<file path="src/rtl/gcd_pkg.sv">
`timescale 1ns / 1ps
// ----------------------------------------------------------------------------
// gcd_pkg: shared definitions for the great-circle distance block
// Fixed-point constants, the CORDIC arctangent table and the queue word.
// ----------------------------------------------------------------------------
package gcd_pkg;

  localparam int GCD_ANGLE_FRAC      = 20;
  localparam int GCD_CORDIC_STAGES   = 24;
  localparam int GCD_FIFO_DEPTH      = 4;
  localparam int GCD_DEG_QUARTER     = 90;
  localparam int GCD_DEG_HALF        = 180;
  localparam int GCD_EARTH_RADIUS_KM = 6371;

  localparam logic [22:0] GCD_RADIUS_M = 23'(GCD_EARTH_RADIUS_KM * 1000);
  localparam logic [24:0] GCD_MAX_DIST = 25'd20015087;

  // Angle magnitudes are carried in degrees with 28 fraction bits.
  localparam int GCD_MAG_W  = 36;
  localparam int GCD_TRIG_W = 34;

  localparam logic [27:0] GCD_PI_Q26      = 28'd210828714;
  localparam logic [31:0] GCD_PI_Q30      = 32'd3373259426;
  localparam logic [31:0] GCD_HALF_PI_Q30 = 32'd1686629713;
  localparam logic [63:0] GCD_GAIN_Q30    = 64'd652032874;
  localparam logic [63:0] GCD_ONE_Q60     = 64'd1 << 60;

  // The degree-to-radian divisor 180 * 2^24 is split into 45 * 2^26.
  localparam int          GCD_D2R_SHIFT = 26;
  localparam int          GCD_D2R_ODD   = GCD_DEG_HALF / 4;
  localparam logic [63:0] GCD_D2R_HALF  = 64'(GCD_DEG_HALF) << 23;

  // Division by the odd part is a multiplication by its rounded-up
  // reciprocal; the result is exact for dividends below 2^38.
  localparam int          GCD_D2R_N_W   = 38;
  localparam int          GCD_D2R_RSH   = 44;
  localparam logic [38:0] GCD_D2R_RECIP =
    39'(((64'd1 << GCD_D2R_RSH) / 64'(GCD_D2R_ODD)) + 64'd1);

  localparam int GCD_ROT_PRE       = 5;
  localparam int GCD_ISQRT_STAGES  = 31;

  localparam logic [31:0] GCD_ATAN_Q30 [32] = '{
    32'h3243F6A8, 32'h1DAC6705, 32'h0FADBAFC, 32'h07F56EA6,
    32'h03FEAB76, 32'h01FFD55B, 32'h00FFFAAA, 32'h007FFF55,
    32'h003FFFEA, 32'h001FFFFD, 32'h000FFFFF, 32'h0007FFFF,
    32'h0003FFFF, 32'h0001FFFF, 32'h0000FFFF, 32'h00007FFF,
    32'h00003FFF, 32'h00001FFF, 32'h00000FFF, 32'h000007FF,
    32'h000003FF, 32'h000001FF, 32'h000000FF, 32'h0000007F,
    32'h0000003F, 32'h0000001F, 32'h0000000F, 32'h00000007,
    32'h00000003, 32'h00000001, 32'h00000000, 32'h00000000
  };

  typedef struct packed {
    logic [GCD_MAG_W-1:0] colat_a;
    logic [GCD_MAG_W-1:0] colat_b;
    logic [GCD_MAG_W-1:0] dlon;
  } gcd_item_t;

endpackage

</file>
<file path="src/rtl/gcd_fifo.sv">
`timescale 1ns / 1ps
// ----------------------------------------------------------------------------
// gcd_fifo: decoupling queue
// A short register queue between the front stage and the arithmetic pipe.
// ----------------------------------------------------------------------------
module gcd_fifo
  import gcd_pkg::*;
#(
  parameter int DEPTH = GCD_FIFO_DEPTH
) (
  input  logic      clk,
  input  logic      rst_n,
  input  logic      push,
  input  gcd_item_t push_data,
  output logic      full,
  input  logic      pop,
  output gcd_item_t pop_data,
  output logic      empty
);

  localparam int PTR_W = $clog2(DEPTH);
  localparam int CNT_W = $clog2(DEPTH + 1);

  gcd_item_t          mem_r [DEPTH];
  logic [PTR_W-1:0]   wr_r, rd_r;
  logic [CNT_W-1:0]   cnt_r;

  assign full     = (cnt_r == CNT_W'(DEPTH));
  assign empty    = (cnt_r == '0);
  assign pop_data = mem_r[rd_r];

  always_ff @(posedge clk) begin
    if (push) begin
      mem_r[wr_r] <= push_data;
    end
  end

  always_ff @(posedge clk) begin
    if (!rst_n) begin
      wr_r  <= '0;
      rd_r  <= '0;
      cnt_r <= '0;
    end else begin
      if (push) begin
        wr_r <= (wr_r == PTR_W'(DEPTH - 1)) ? '0 : wr_r + 1'b1;
      end
      if (pop) begin
        rd_r <= (rd_r == PTR_W'(DEPTH - 1)) ? '0 : rd_r + 1'b1;
      end
      unique case ({push, pop})
        2'b10:   cnt_r <= cnt_r + 1'b1;
        2'b01:   cnt_r <= cnt_r - 1'b1;
        default: cnt_r <= cnt_r;
      endcase
    end
  end

  a_cnt_bound: assert property (@(posedge clk) disable iff (!rst_n)
    cnt_r <= CNT_W'(DEPTH)) else $error("queue count above depth");
  a_no_overflow: assert property (@(posedge clk) disable iff (!rst_n)
    push |-> !full) else $error("push into a full queue");
  a_fill: assert property (@(posedge clk) disable iff (!rst_n)
    (push && !pop) |=> cnt_r == CNT_W'($past(cnt_r) + 1'b1))
    else $error("queue count did not follow a push");

endmodule

</file>
<file path="config.mk">
export PLATFORM = sky130hd
export DESIGN_NAME = gcd_fifo
export DESIGN_NICKNAME = d
export VERILOG_FILES = /design/src/rtl/gcd_pkg.sv /design/src/rtl/gcd_fifo.sv
export SDC_FILE = /design/constraint.sdc
export NUM_CORES = 1
export LEC_CHECK = 0
export BUFFER_PORTS_ARGS = -buffer_cell sky130_fd_sc_hd__buf_2
export CAP_MARGIN = 30
export CORE_MARGIN = 2
export CORE_UTILIZATION = 61
export CTS_BUF_LIST = sky130_fd_sc_hd__clkbuf_16
export DETAILED_ROUTE_END_ITERATION = 7
export GPL_TIMING_DRIVEN = 0
export PLACE_DENSITY = 0.84
export SLEW_MARGIN = 20
export SYNTH_ARGS = -nofsm -noshare
export SYNTH_HDL_FRONTEND = slang
export SYNTH_SLANG_ARGS = --single-unit
export TNS_END_PERCENT = 10
</file>
<file path="constraint.sdc">
create_clock -name clk -period 8.77 [get_ports clk]
set_clock_uncertainty 0.1 [all_clocks]
set_input_delay 0.877 -clock clk [delete_from_list [all_inputs] [get_ports clk]]
set_output_delay 0.877 -clock clk [all_outputs]
set_load 0.005 [all_outputs]
</file>
==> reports/results.ini <==
[sta]
rsz0062_at_grt=no
fmax_mhz=308
period_minus_slack_ns=3.24
min_period_over_period=0.370
timing.setup.tns_ns=0
slew_headroom=0.549
hold_viol_final=0
setup-violations-final=0
report.final.slew_viol_count=0
hold_slack_ns=0.420
tightest_slew_ns=0.677

[detailed_routing]
drtAntennaViolNets=0
drt-pass1-iter-count=4
wl_per_cell_um=23.3
post_drt_via_cell_ratio=5.80
drt_iter0_markers=659
drc=0
vias=7266
wirelength_mm=29.2

[die]
start_util=0.618
design.die.area_um2=27600
io_pins=222
core.rowCount=59
core_area_um2=25900
die_y_um=166
die_width_um=166

[clock_tree]
cts_setup_buffers=0
h-tree-depth=2
root_buffer=clkbuf_16
cts_max_path_buffers=3
cts_tree=yes
clkTransAtPathRegs_ns=0.06
clock_latency_ns=0.53
cts.sinks=441
cts_buffers=43
cts_resized=0
hold_buffers=0

[final_layout]
layout_common_cells=432 x edfxtp_1, 233 x buf_2, 108 x mux4_2
multiInputGateArea_um2=2700
fin_nets=1004
seq_area_um2=13200
n_fill_cell=1428
mostFrequentLayoutCell=edfxtp_1
drive_above_1_share=0.449
synthToLayoutAreaGrowth_pct=18.9
post-route-util=0.735
stdcell_area_um2=19000

[power_and_ir_drop]
internal_power_mw=3.53
leakage_nw=6.49
switching_share=0.206
power.share.clock=0.374
seq_power_share=0.546
power_density_nw_per_um2=233
p_total_mw=4.44
peakVddDrop_v=0.000216
p_comb_frac=0.080
p_sw_uw=914

[setup_path]
required_ns=7.79
reg2reg_depth=5
path_class=flop to output pin
cp_max_fo=10
r2r_start=wr_r[0]
reg2reg_slack_ns=6.64
r2r_end=mem_r[0][73]
crit_arrival_ns=2.27
end_kind=output pin
cp-start-kind=flop

[synthesis]
synth_enable_flop_cells=432
synthesis.area_um2=16000
synthesis.nets=730
syn_area_per_cell_um2=26.2
yosysWarnings=0
ys_seq_elements=441
synth_cells=611
synthFlopType=edfxtp_1
ys_async_sr_fraction=0
yosysSeqAreaShare=0.822
yosys.cell_types.count=24

[place]
gp_congestion=0.707
portBuffers=221
placedInstanceArea_um2=17800
dp_hpwl_mm=18.5

[grt]
grt_max_degree=49
antenna_found_initial=5
grt_overflow_total=0
grt_pass1_wl_mm=45.1
grt.total_usage=0.216
grt_pass1_vias=7733

[run_status]
status=finished, final reports clean

[run]
maxCapViolCount=0

[worst_hold_path]
hp-class=flop to flop
hold_path_end=cnt_r[2]
whs_path_depth=2
worstHoldStart=cnt_r[2]

## per-layer routing
metal  vias up  wire length [um]  part of all wire  global-route usage
met3        60              2100             0.072              0.0531
li1       3186                 -                 -                   -
met2       262             15100              0.52               0.363
met1      3754             11200              0.38               0.283
met5         -                25           0.00086                   0
met4         4               777             0.027              0.0726
## worst max-delay path, cell delays in order, from the launching register on
cell	delay [ns]
dfxtp_1	0.30
buf_2	0.28
buf_2	0.32
buf_2	0.33
mux4_2	0.36
buf_2	0.15
## metrics by stage
step	std cells	setup WS, ns
after floorplan	611	4.83
after global placement	1167	2.82
after detailed placement	1175	6.07
after CTS	1250	5.49
after global routing	1252	5.42
final	1253	5.53
## power groups by stage
stage	combinational (mW)	sequential, mW	clock, mW
6_report	0.357	2.42	1.66
5_1_grt	0.386	2.43	1.78
4_1_cts	0.365	2.43	1.69
3_5_place_dp	0.362	2.47	0
3_3_place_gp	0.339	2.48	0
2_1_floorplan	0.188	2.47	0
## how the worst max path moves through the flow
stage | startpoint | to
floorplan | push | mem_r[0][0]
global placement | push | mem_r[0][10]
detailed placement | flop | pop_data[22]
CTS | flop | pop_data[83]
global route | flop | pop_data[75]
finish | flop | pop_data[83]
## kinds of logic after synthesis
family	Yosys count	share of synthesized area
AO/OA/AOI/OAI	5	0.00188
XOR/XNOR	2	0.00109
adder cells (fa/ha/maj)	7	0.00594
buffers and inverters	30	0.0101
flip-flops	441	0.822
multiplexers	110	0.153
AND/OR/NAND/NOR	16	0.00617
## cell usage after synthesis, types with 2 or more instances
| library cell | count | share of area |
|---|---|---|
| and2_1 | 6 | 0.0023 |
| buf_2 | 12 | 0.0038 |
| buf_6 | 3 | 0.0021 |
| clkbuf_1 | 8 | 0.0019 |
| dfxtp_1 | 9 | 0.011 |
| edfxtp_1 | 432 | 0.81 |
| ha_1 | 6 | 0.0047 |
| inv_1 | 6 | 0.0014 |
| mux2i_1 | 2 | 0.0013 |
| mux4_2 | 108 | 0.15 |
| nor2b_1 | 4 | 0.0016 |
| nor3b_1 | 2 | 0.00094 |
| o21ai_0 | 2 | 0.00063 |
## state kept, by name (all words and copies together), names as in the netlist, named ones only
name   cells
rd_r       2
mem_r    432
wr_r       2
cnt_r      3
## area by class of cell
cell class	count	share of cell area
clock inverter	32	0.0102
multi-input combinational	140	0.142
antenna	3	0.000394
timing repair buffer	229	0.0697
tap	335	0.0220
clock buffer	43	0.0565
buffer	24	0.00729
inverter	6	0.00118
sequential	441	0.691
(Power assumes the default switching activity.)
