## config.mk

```make
export PLATFORM = sky130hd
export DESIGN_NAME = gcd_front
export DESIGN_NICKNAME = d
export VERILOG_FILES = /design/src/rtl/gcd_pkg.sv /design/src/rtl/gcd_front.sv
export SDC_FILE = /design/constraint.sdc
export NUM_CORES = 1
export LEC_CHECK = 0
export BUFFER_PORTS_ARGS = -buffer_cell sky130_fd_sc_hd__buf_2
export CAP_MARGIN = 0
export CORE_ASPECT_RATIO = 0.8
export CORE_UTILIZATION = 59
export DETAILED_ROUTE_END_ITERATION = 10
export MAX_ROUTING_LAYER = met4
export PLACE_DENSITY_LB_ADDON = 0.25
export REMOVE_ABC_BUFFERS = 1
export SLEW_MARGIN = 20
export SYNTH_ARGS = -nofsm -noshare
export SYNTH_HDL_FRONTEND = slang
export SYNTH_SLANG_ARGS = --single-unit
export TNS_END_PERCENT = 10
```

## constraint.sdc

```tcl
create_clock -name clk -period 15.8 [get_ports clk]
set_input_delay 4.74 -clock clk [delete_from_list [all_inputs] [get_ports clk]]
set_output_delay 4.74 -clock clk [all_outputs]
set_load 0.005 [all_outputs]
```

## src/rtl/gcd_pkg.sv

```systemverilog
`timescale 1ns / 1ps
// ----------------------------------------------------------------------------
// gcd_pkg: shared definitions for the great-circle distance block
// Fixed-point constants, the CORDIC arctangent table and the queue word.
// ----------------------------------------------------------------------------
package gcd_pkg;

  localparam int GCD_ANGLE_FRAC      = 20;
  localparam int GCD_CORDIC_STAGES   = 24;
  localparam int GCD_FIFO_DEPTH      = 4;
  localparam int GCD_DEG_QUARTER     = 90;
  localparam int GCD_DEG_HALF        = 180;
  localparam int GCD_EARTH_RADIUS_KM = 6371;

  localparam logic [22:0] GCD_RADIUS_M = 23'(GCD_EARTH_RADIUS_KM * 1000);
  localparam logic [24:0] GCD_MAX_DIST = 25'd20015087;

  // Angle magnitudes are carried in degrees with 28 fraction bits.
  localparam int GCD_MAG_W  = 36;
  localparam int GCD_TRIG_W = 34;

  localparam logic [27:0] GCD_PI_Q26      = 28'd210828714;
  localparam logic [31:0] GCD_PI_Q30      = 32'd3373259426;
  localparam logic [31:0] GCD_HALF_PI_Q30 = 32'd1686629713;
  localparam logic [63:0] GCD_GAIN_Q30    = 64'd652032874;
  localparam logic [63:0] GCD_ONE_Q60     = 64'd1 << 60;

  // The degree-to-radian divisor 180 * 2^24 is split into 45 * 2^26.
  localparam int          GCD_D2R_SHIFT = 26;
  localparam int          GCD_D2R_ODD   = GCD_DEG_HALF / 4;
  localparam logic [63:0] GCD_D2R_HALF  = 64'(GCD_DEG_HALF) << 23;

  // Division by the odd part is a multiplication by its rounded-up
  // reciprocal; the result is exact for dividends below 2^38.
  localparam int          GCD_D2R_N_W   = 38;
  localparam int          GCD_D2R_RSH   = 44;
  localparam logic [38:0] GCD_D2R_RECIP =
    39'(((64'd1 << GCD_D2R_RSH) / 64'(GCD_D2R_ODD)) + 64'd1);

  localparam int GCD_ROT_PRE       = 5;
  localparam int GCD_ISQRT_STAGES  = 31;

  localparam logic [31:0] GCD_ATAN_Q30 [32] = '{
    32'h3243F6A8, 32'h1DAC6705, 32'h0FADBAFC, 32'h07F56EA6,
    32'h03FEAB76, 32'h01FFD55B, 32'h00FFFAAA, 32'h007FFF55,
    32'h003FFFEA, 32'h001FFFFD, 32'h000FFFFF, 32'h0007FFFF,
    32'h0003FFFF, 32'h0001FFFF, 32'h0000FFFF, 32'h00007FFF,
    32'h00003FFF, 32'h00001FFF, 32'h00000FFF, 32'h000007FF,
    32'h000003FF, 32'h000001FF, 32'h000000FF, 32'h0000007F,
    32'h0000003F, 32'h0000001F, 32'h0000000F, 32'h00000007,
    32'h00000003, 32'h00000001, 32'h00000000, 32'h00000000
  };

  typedef struct packed {
    logic [GCD_MAG_W-1:0] colat_a;
    logic [GCD_MAG_W-1:0] colat_b;
    logic [GCD_MAG_W-1:0] dlon;
  } gcd_item_t;

endpackage

```

## src/rtl/gcd_front.sv

```systemverilog
`timescale 1ns / 1ps
// ----------------------------------------------------------------------------
// gcd_front: input stage
// Clamps the coordinates, forms colatitudes and the folded longitude gap.
// ----------------------------------------------------------------------------
module gcd_front
  import gcd_pkg::*;
(
  input  logic                clk,
  input  logic                rst_n,
  input  logic                in_valid,
  output logic                in_stall,
  input  logic signed [27:0]  in_lat_a,
  input  logic signed [28:0]  in_lon_a,
  input  logic signed [27:0]  in_lat_b,
  input  logic signed [28:0]  in_lon_b,
  input  logic                q_full,
  output logic                q_push,
  output gcd_item_t           q_item
);

  localparam logic signed [39:0] S90  = 40'(GCD_DEG_QUARTER) <<< GCD_ANGLE_FRAC;
  localparam logic signed [39:0] S180 = 40'(GCD_DEG_HALF) <<< GCD_ANGLE_FRAC;
  localparam logic signed [39:0] S360 = S180 <<< 1;
  localparam int               SHIFT = 28 - GCD_ANGLE_FRAC;

  function automatic logic signed [39:0] clamp40(input logic signed [39:0] v,
                                                 input logic signed [39:0] lim);
    return (v < -lim) ? -lim : ((v > lim) ? lim : v);
  endfunction

  logic signed [39:0] colat_a, colat_b, dl0, dl1, dl2, dl_abs;
  logic [39:0]        sh_a, sh_b, sh_d;
  logic               valid_r;
  gcd_item_t          item_r, item_nxt;

  always_comb begin
    colat_a = S90 - clamp40(40'(in_lat_a), S90);
    colat_b = S90 - clamp40(40'(in_lat_b), S90);
    dl0 = clamp40(40'(in_lon_a), S180) - clamp40(40'(in_lon_b), S180);
    dl1 = (dl0 > S180) ? dl0 - S360 : dl0;
    dl2 = (dl1 < -S180) ? dl1 + S360 : dl1;
    dl_abs = dl2[39] ? -dl2 : dl2;
    sh_a = colat_a << SHIFT;
    sh_b = colat_b << SHIFT;
    sh_d = dl_abs << SHIFT;
    item_nxt.colat_a = sh_a[GCD_MAG_W-1:0];
    item_nxt.colat_b = sh_b[GCD_MAG_W-1:0];
    item_nxt.dlon    = sh_d[GCD_MAG_W-1:0];
  end

  assign in_stall = valid_r && q_full;
  assign q_push   = valid_r && !q_full;
  assign q_item   = item_r;

  always_ff @(posedge clk) begin
    if (!rst_n) begin
      valid_r <= 1'b0;
    end else if (!in_stall) begin
      valid_r <= in_valid;
    end
  end

  always_ff @(posedge clk) begin
    if (!in_stall && in_valid) begin
      item_r <= item_nxt;
    end
  end

endmodule

```

==> out/qor.yml <==
cts_tree: "yes"
io_pins: 228
r2r_cells: 3
gp_congestion: 0.9652
die_area_um2: 14930
netlist_instances: 1005
whs_endpoint: "valid_r$_SDFFE_PN0N_"
maxSlewViolCount: 0
post-route-util_pct: 71.21
grt_pass1_vias: 7451
fin_setup_tns_ns: 0
intPower_mw: 0.7150
synth.yosys.seq_area_share_pct: 29.84
postRouteWirelength_mm: 22.89
r2r_slack_ns: 13.96
numCtsBuffers: 9
holdWs_ns: 0.6668
synth_ff_type: "edfxtp_1"
fillers: 1094
clock_skew_ns: 0.01102
path_class: "primary input to flip-flop"
grt_pass1_wl_mm: 36.24
dp_hpwl_mm: 17.96
antenna_found_initial: 3
synth_edf_count: 84
syn_area_per_cell_um2: 8.477
ys_async_sr_fraction_pct: 0
crit_buf_inv: 2
hold_path_depth: 2
synth.distinct_cells: 111
final_antenna_net_count: 0
slew_headroom_pct: 28.81
r2r-end: "q_item[52]$_DFFE_PP_"
powerDensity_nw_per_um2: 120.1
fin_crit_ns: 11.51
required_ns: 15.87
maxCapViolCount: 0
grt_max_degree: 85
drt_iter0_markers: 718
hp-start: "valid_r$_SDFFE_PN0N_"
wl_per_cell_um: 16.68
p_seq_share_pct: 28.1
clk_pin_slew_ns: 0.07
power_frac_comb_pct: 52.8
vias_per_cell: 6.121
dr_total_vias: 8398
fmax_ghz: 0.08686
clock_latency_ns: 0.34
status: "finished, final reports clean"
start_util_pct: 61.58
cts_max_level: 3
cts-root-buf: "clkbuf_16"
cp.depth: 28
slowest_stage: "nor2_1"
endpoint_kind: "flip-flop"
finalHoldViolations: 0
area_growth_syn_to_layout_pct: 15.64
hold_path.class: "flip-flop to flip-flop"
drive_gt1_share_pct: 24.31
critPathMaxStageDelay_ns: 0.71
cp_data_arrival_time_ns: 11.58
chipWidth_um: 136.4
worst_setup_path_start_kind: "primary input"
rows: 38
p_switching_mw: 0.4685
yosys_warnings: 0
pre_cts_ws_ns: 4.094
overflow: 0
cts_setup_buffers: 0
synth_area_um2: 8519
drc: 0
finalSetupViolCount: 0
cts_max_path_buffers: 2
hold_buffers: 0
ys_seq_elements: 85
leakage_nw: 4.175
finalCritPeriodShare_pct: 72.87
core_um2: 13840
multi_input_area_um2: 5602
crit_top_cell: "nor2_1"
tightest_slew_ns: 1.068
drtPass1Iterations: 5
die_h_um: 109.5
port_buffers: 203
cts-resized-gates: 0
fin_ws_ns: 4.287
final_nets: 1337
irDropWorstVdd_v: 0.00006203
rsz0062_at_grt: "false"
clock_sinks: 85
p_clk_share_pct: 19.0
area.sequential_um2: 2542
swShare_pct: 39.59
path_delay_family: "simple AND/OR/NAND/NOR gates"
rr_startpoint: "valid_r$_SDFFE_PN0N_"
critPathMaxFanout: 22
grt_usage_pct: 31.38
through the flow:
| step | power, mW | cells | area, um^2 |
|---|---|---|---|
| after floorplan | 0.7833 | 967 | 8257 |
| after global placement | 0.9385 | 1353 | 9528 |
| after detailed placement | 0.9503 | 1353 | 9528 |
| after CTS | 1.177 | 1369 | 9844 |
| after global routing | 1.256 | 1372 | 9852 |
| final | 1.184 | 1372 | 9852 |
synthesized netlist by cell type, types with 7 or more instances:
cell,instances,area [um^2]
a21o_1,19,142.6
a31oi_1,8,50.05
a211oi_1,11,82.58
or4_1,7,52.55
ha_1,34,425.4
o31ai_1,9,67.56
o21a_1,9,67.56
and2_1,35,219.0
nor2_1,114,427.9
a22oi_1,10,75.07
nand2_1,113,424.2
a21oi_2,8,70.07
nor3_1,23,115.1
and3_1,16,100.1
buf_4,25,187.7
nand3_1,15,75.07
nand2b_1,7,43.79
nor4_1,17,106.4
buf_2,14,70.07
nand4_1,8,50.05
xor2_1,33,289.0
edfxtp_1,84,2522
clkbuf_1,19,71.32
xnor2_1,34,297.8
a21oi_1,66,330.3
o211ai_1,7,52.55
o21ai_0,49,245.2
o21ai_1,9,45.04
inv_1,30,112.6
o21bai_1,9,67.56
or3_1,12,75.07
layer usage:
metal	vias to the layer above	track usage, %	part of all wire (%)
met2	447	49.75	44
met5	-	-	0
li1	4055	-	-
met3	42	5.947	10
met4	0	9.286	2.2
met1	3854	40.79	44
cells by family (layout without fill, tap and decap cells):
| family | after synthesis | after routing | share of synthesized area, % |
|---|---|---|---|
| other | 1 | 27 | 0.04402 |
| adders and majority gates | 36 | 36 | 5.346 |
| DFF | 85 | 85 | 29.84 |
| and+or+nand+nor | 420 | 420 | 25.13 |
| AOI/OAI and AO/OA | 294 | 294 | 26.08 |
| muxes | 8 | 8 | 0.9693 |
| buffers and inverters | 93 | 254 | 5.507 |
| xor gates and xnor gates | 68 | 68 | 7.079 |
layout make-up:
type                    count  share of cell area, %
multi-input cells         850                  56.86
flip-flops and latches     85                  25.81
repair buffers            206                  10.54
clock buffers              11                  2.362
well taps                 180                  2.286
inverters                  32                  1.219
clock inverters             5                 0.8509
diodes                      3                0.07620
worst min-delay path: cells and delay by family, from the launching register on:
kind / cells / cell delay (ns)
AOI/OAI and AO/OA: 1 / 0.13
DFF: 1 / 0.32
and+or+nand+nor: 1 / 0.20
layout by cell type, fill, tap and decap left out, types with 9 or more instances in the layout:
cell type / instances
buf_2: 203
nor2_1: 114
nand2_1: 113
edfxtp_1: 84
a21oi_1: 66
o21ai_0: 49
and2_1: 35
xnor2_1: 34
ha_1: 34
xor2_1: 33
inv_1: 30
conb_1: 24
nor3_1: 23
a21o_1: 19
nor4_1: 17
and3_1: 16
nand3_1: 15
or3_1: 12
a211oi_1: 11
a22oi_1: 10
o21a_1: 9
o21bai_1: 9
o21ai_1: 9
o31ai_1: 9
clkbuf_16: 9
registers in the layout, indices dropped and copies added (netlist names):
signal,cells
q_item,84
valid_r,1
power by group through the flow:
stage	combinational (mW)	clock [mW]	sequential [mW]
global route	0.683	0.236	0.337
CTS	0.615	0.228	0.334
global placement	0.602	0	0.337
finish	0.625	0.225	0.333
floorplan	0.437	0	0.347
detailed placement	0.612	0	0.338
worst max path at each step:
stage                 startpoint              endpoint  slack (ns)
floorplan            in_lon_b[7]  q_item[32]$_DFFE_PP_        4.67
global placement    in_lon_a[11]  q_item[32]$_DFFE_PP_        4.12
detailed placement  in_lon_a[11]  q_item[32]$_DFFE_PP_        4.09
CTS                 in_lon_a[11]  q_item[32]$_DFFE_PP_        4.43
global route        in_lon_a[23]  q_item[32]$_DFFE_PP_        3.61
finish              in_lon_a[11]  q_item[32]$_DFFE_PP_        4.29
No activity file was read; power rests on OpenSTA's default activity.
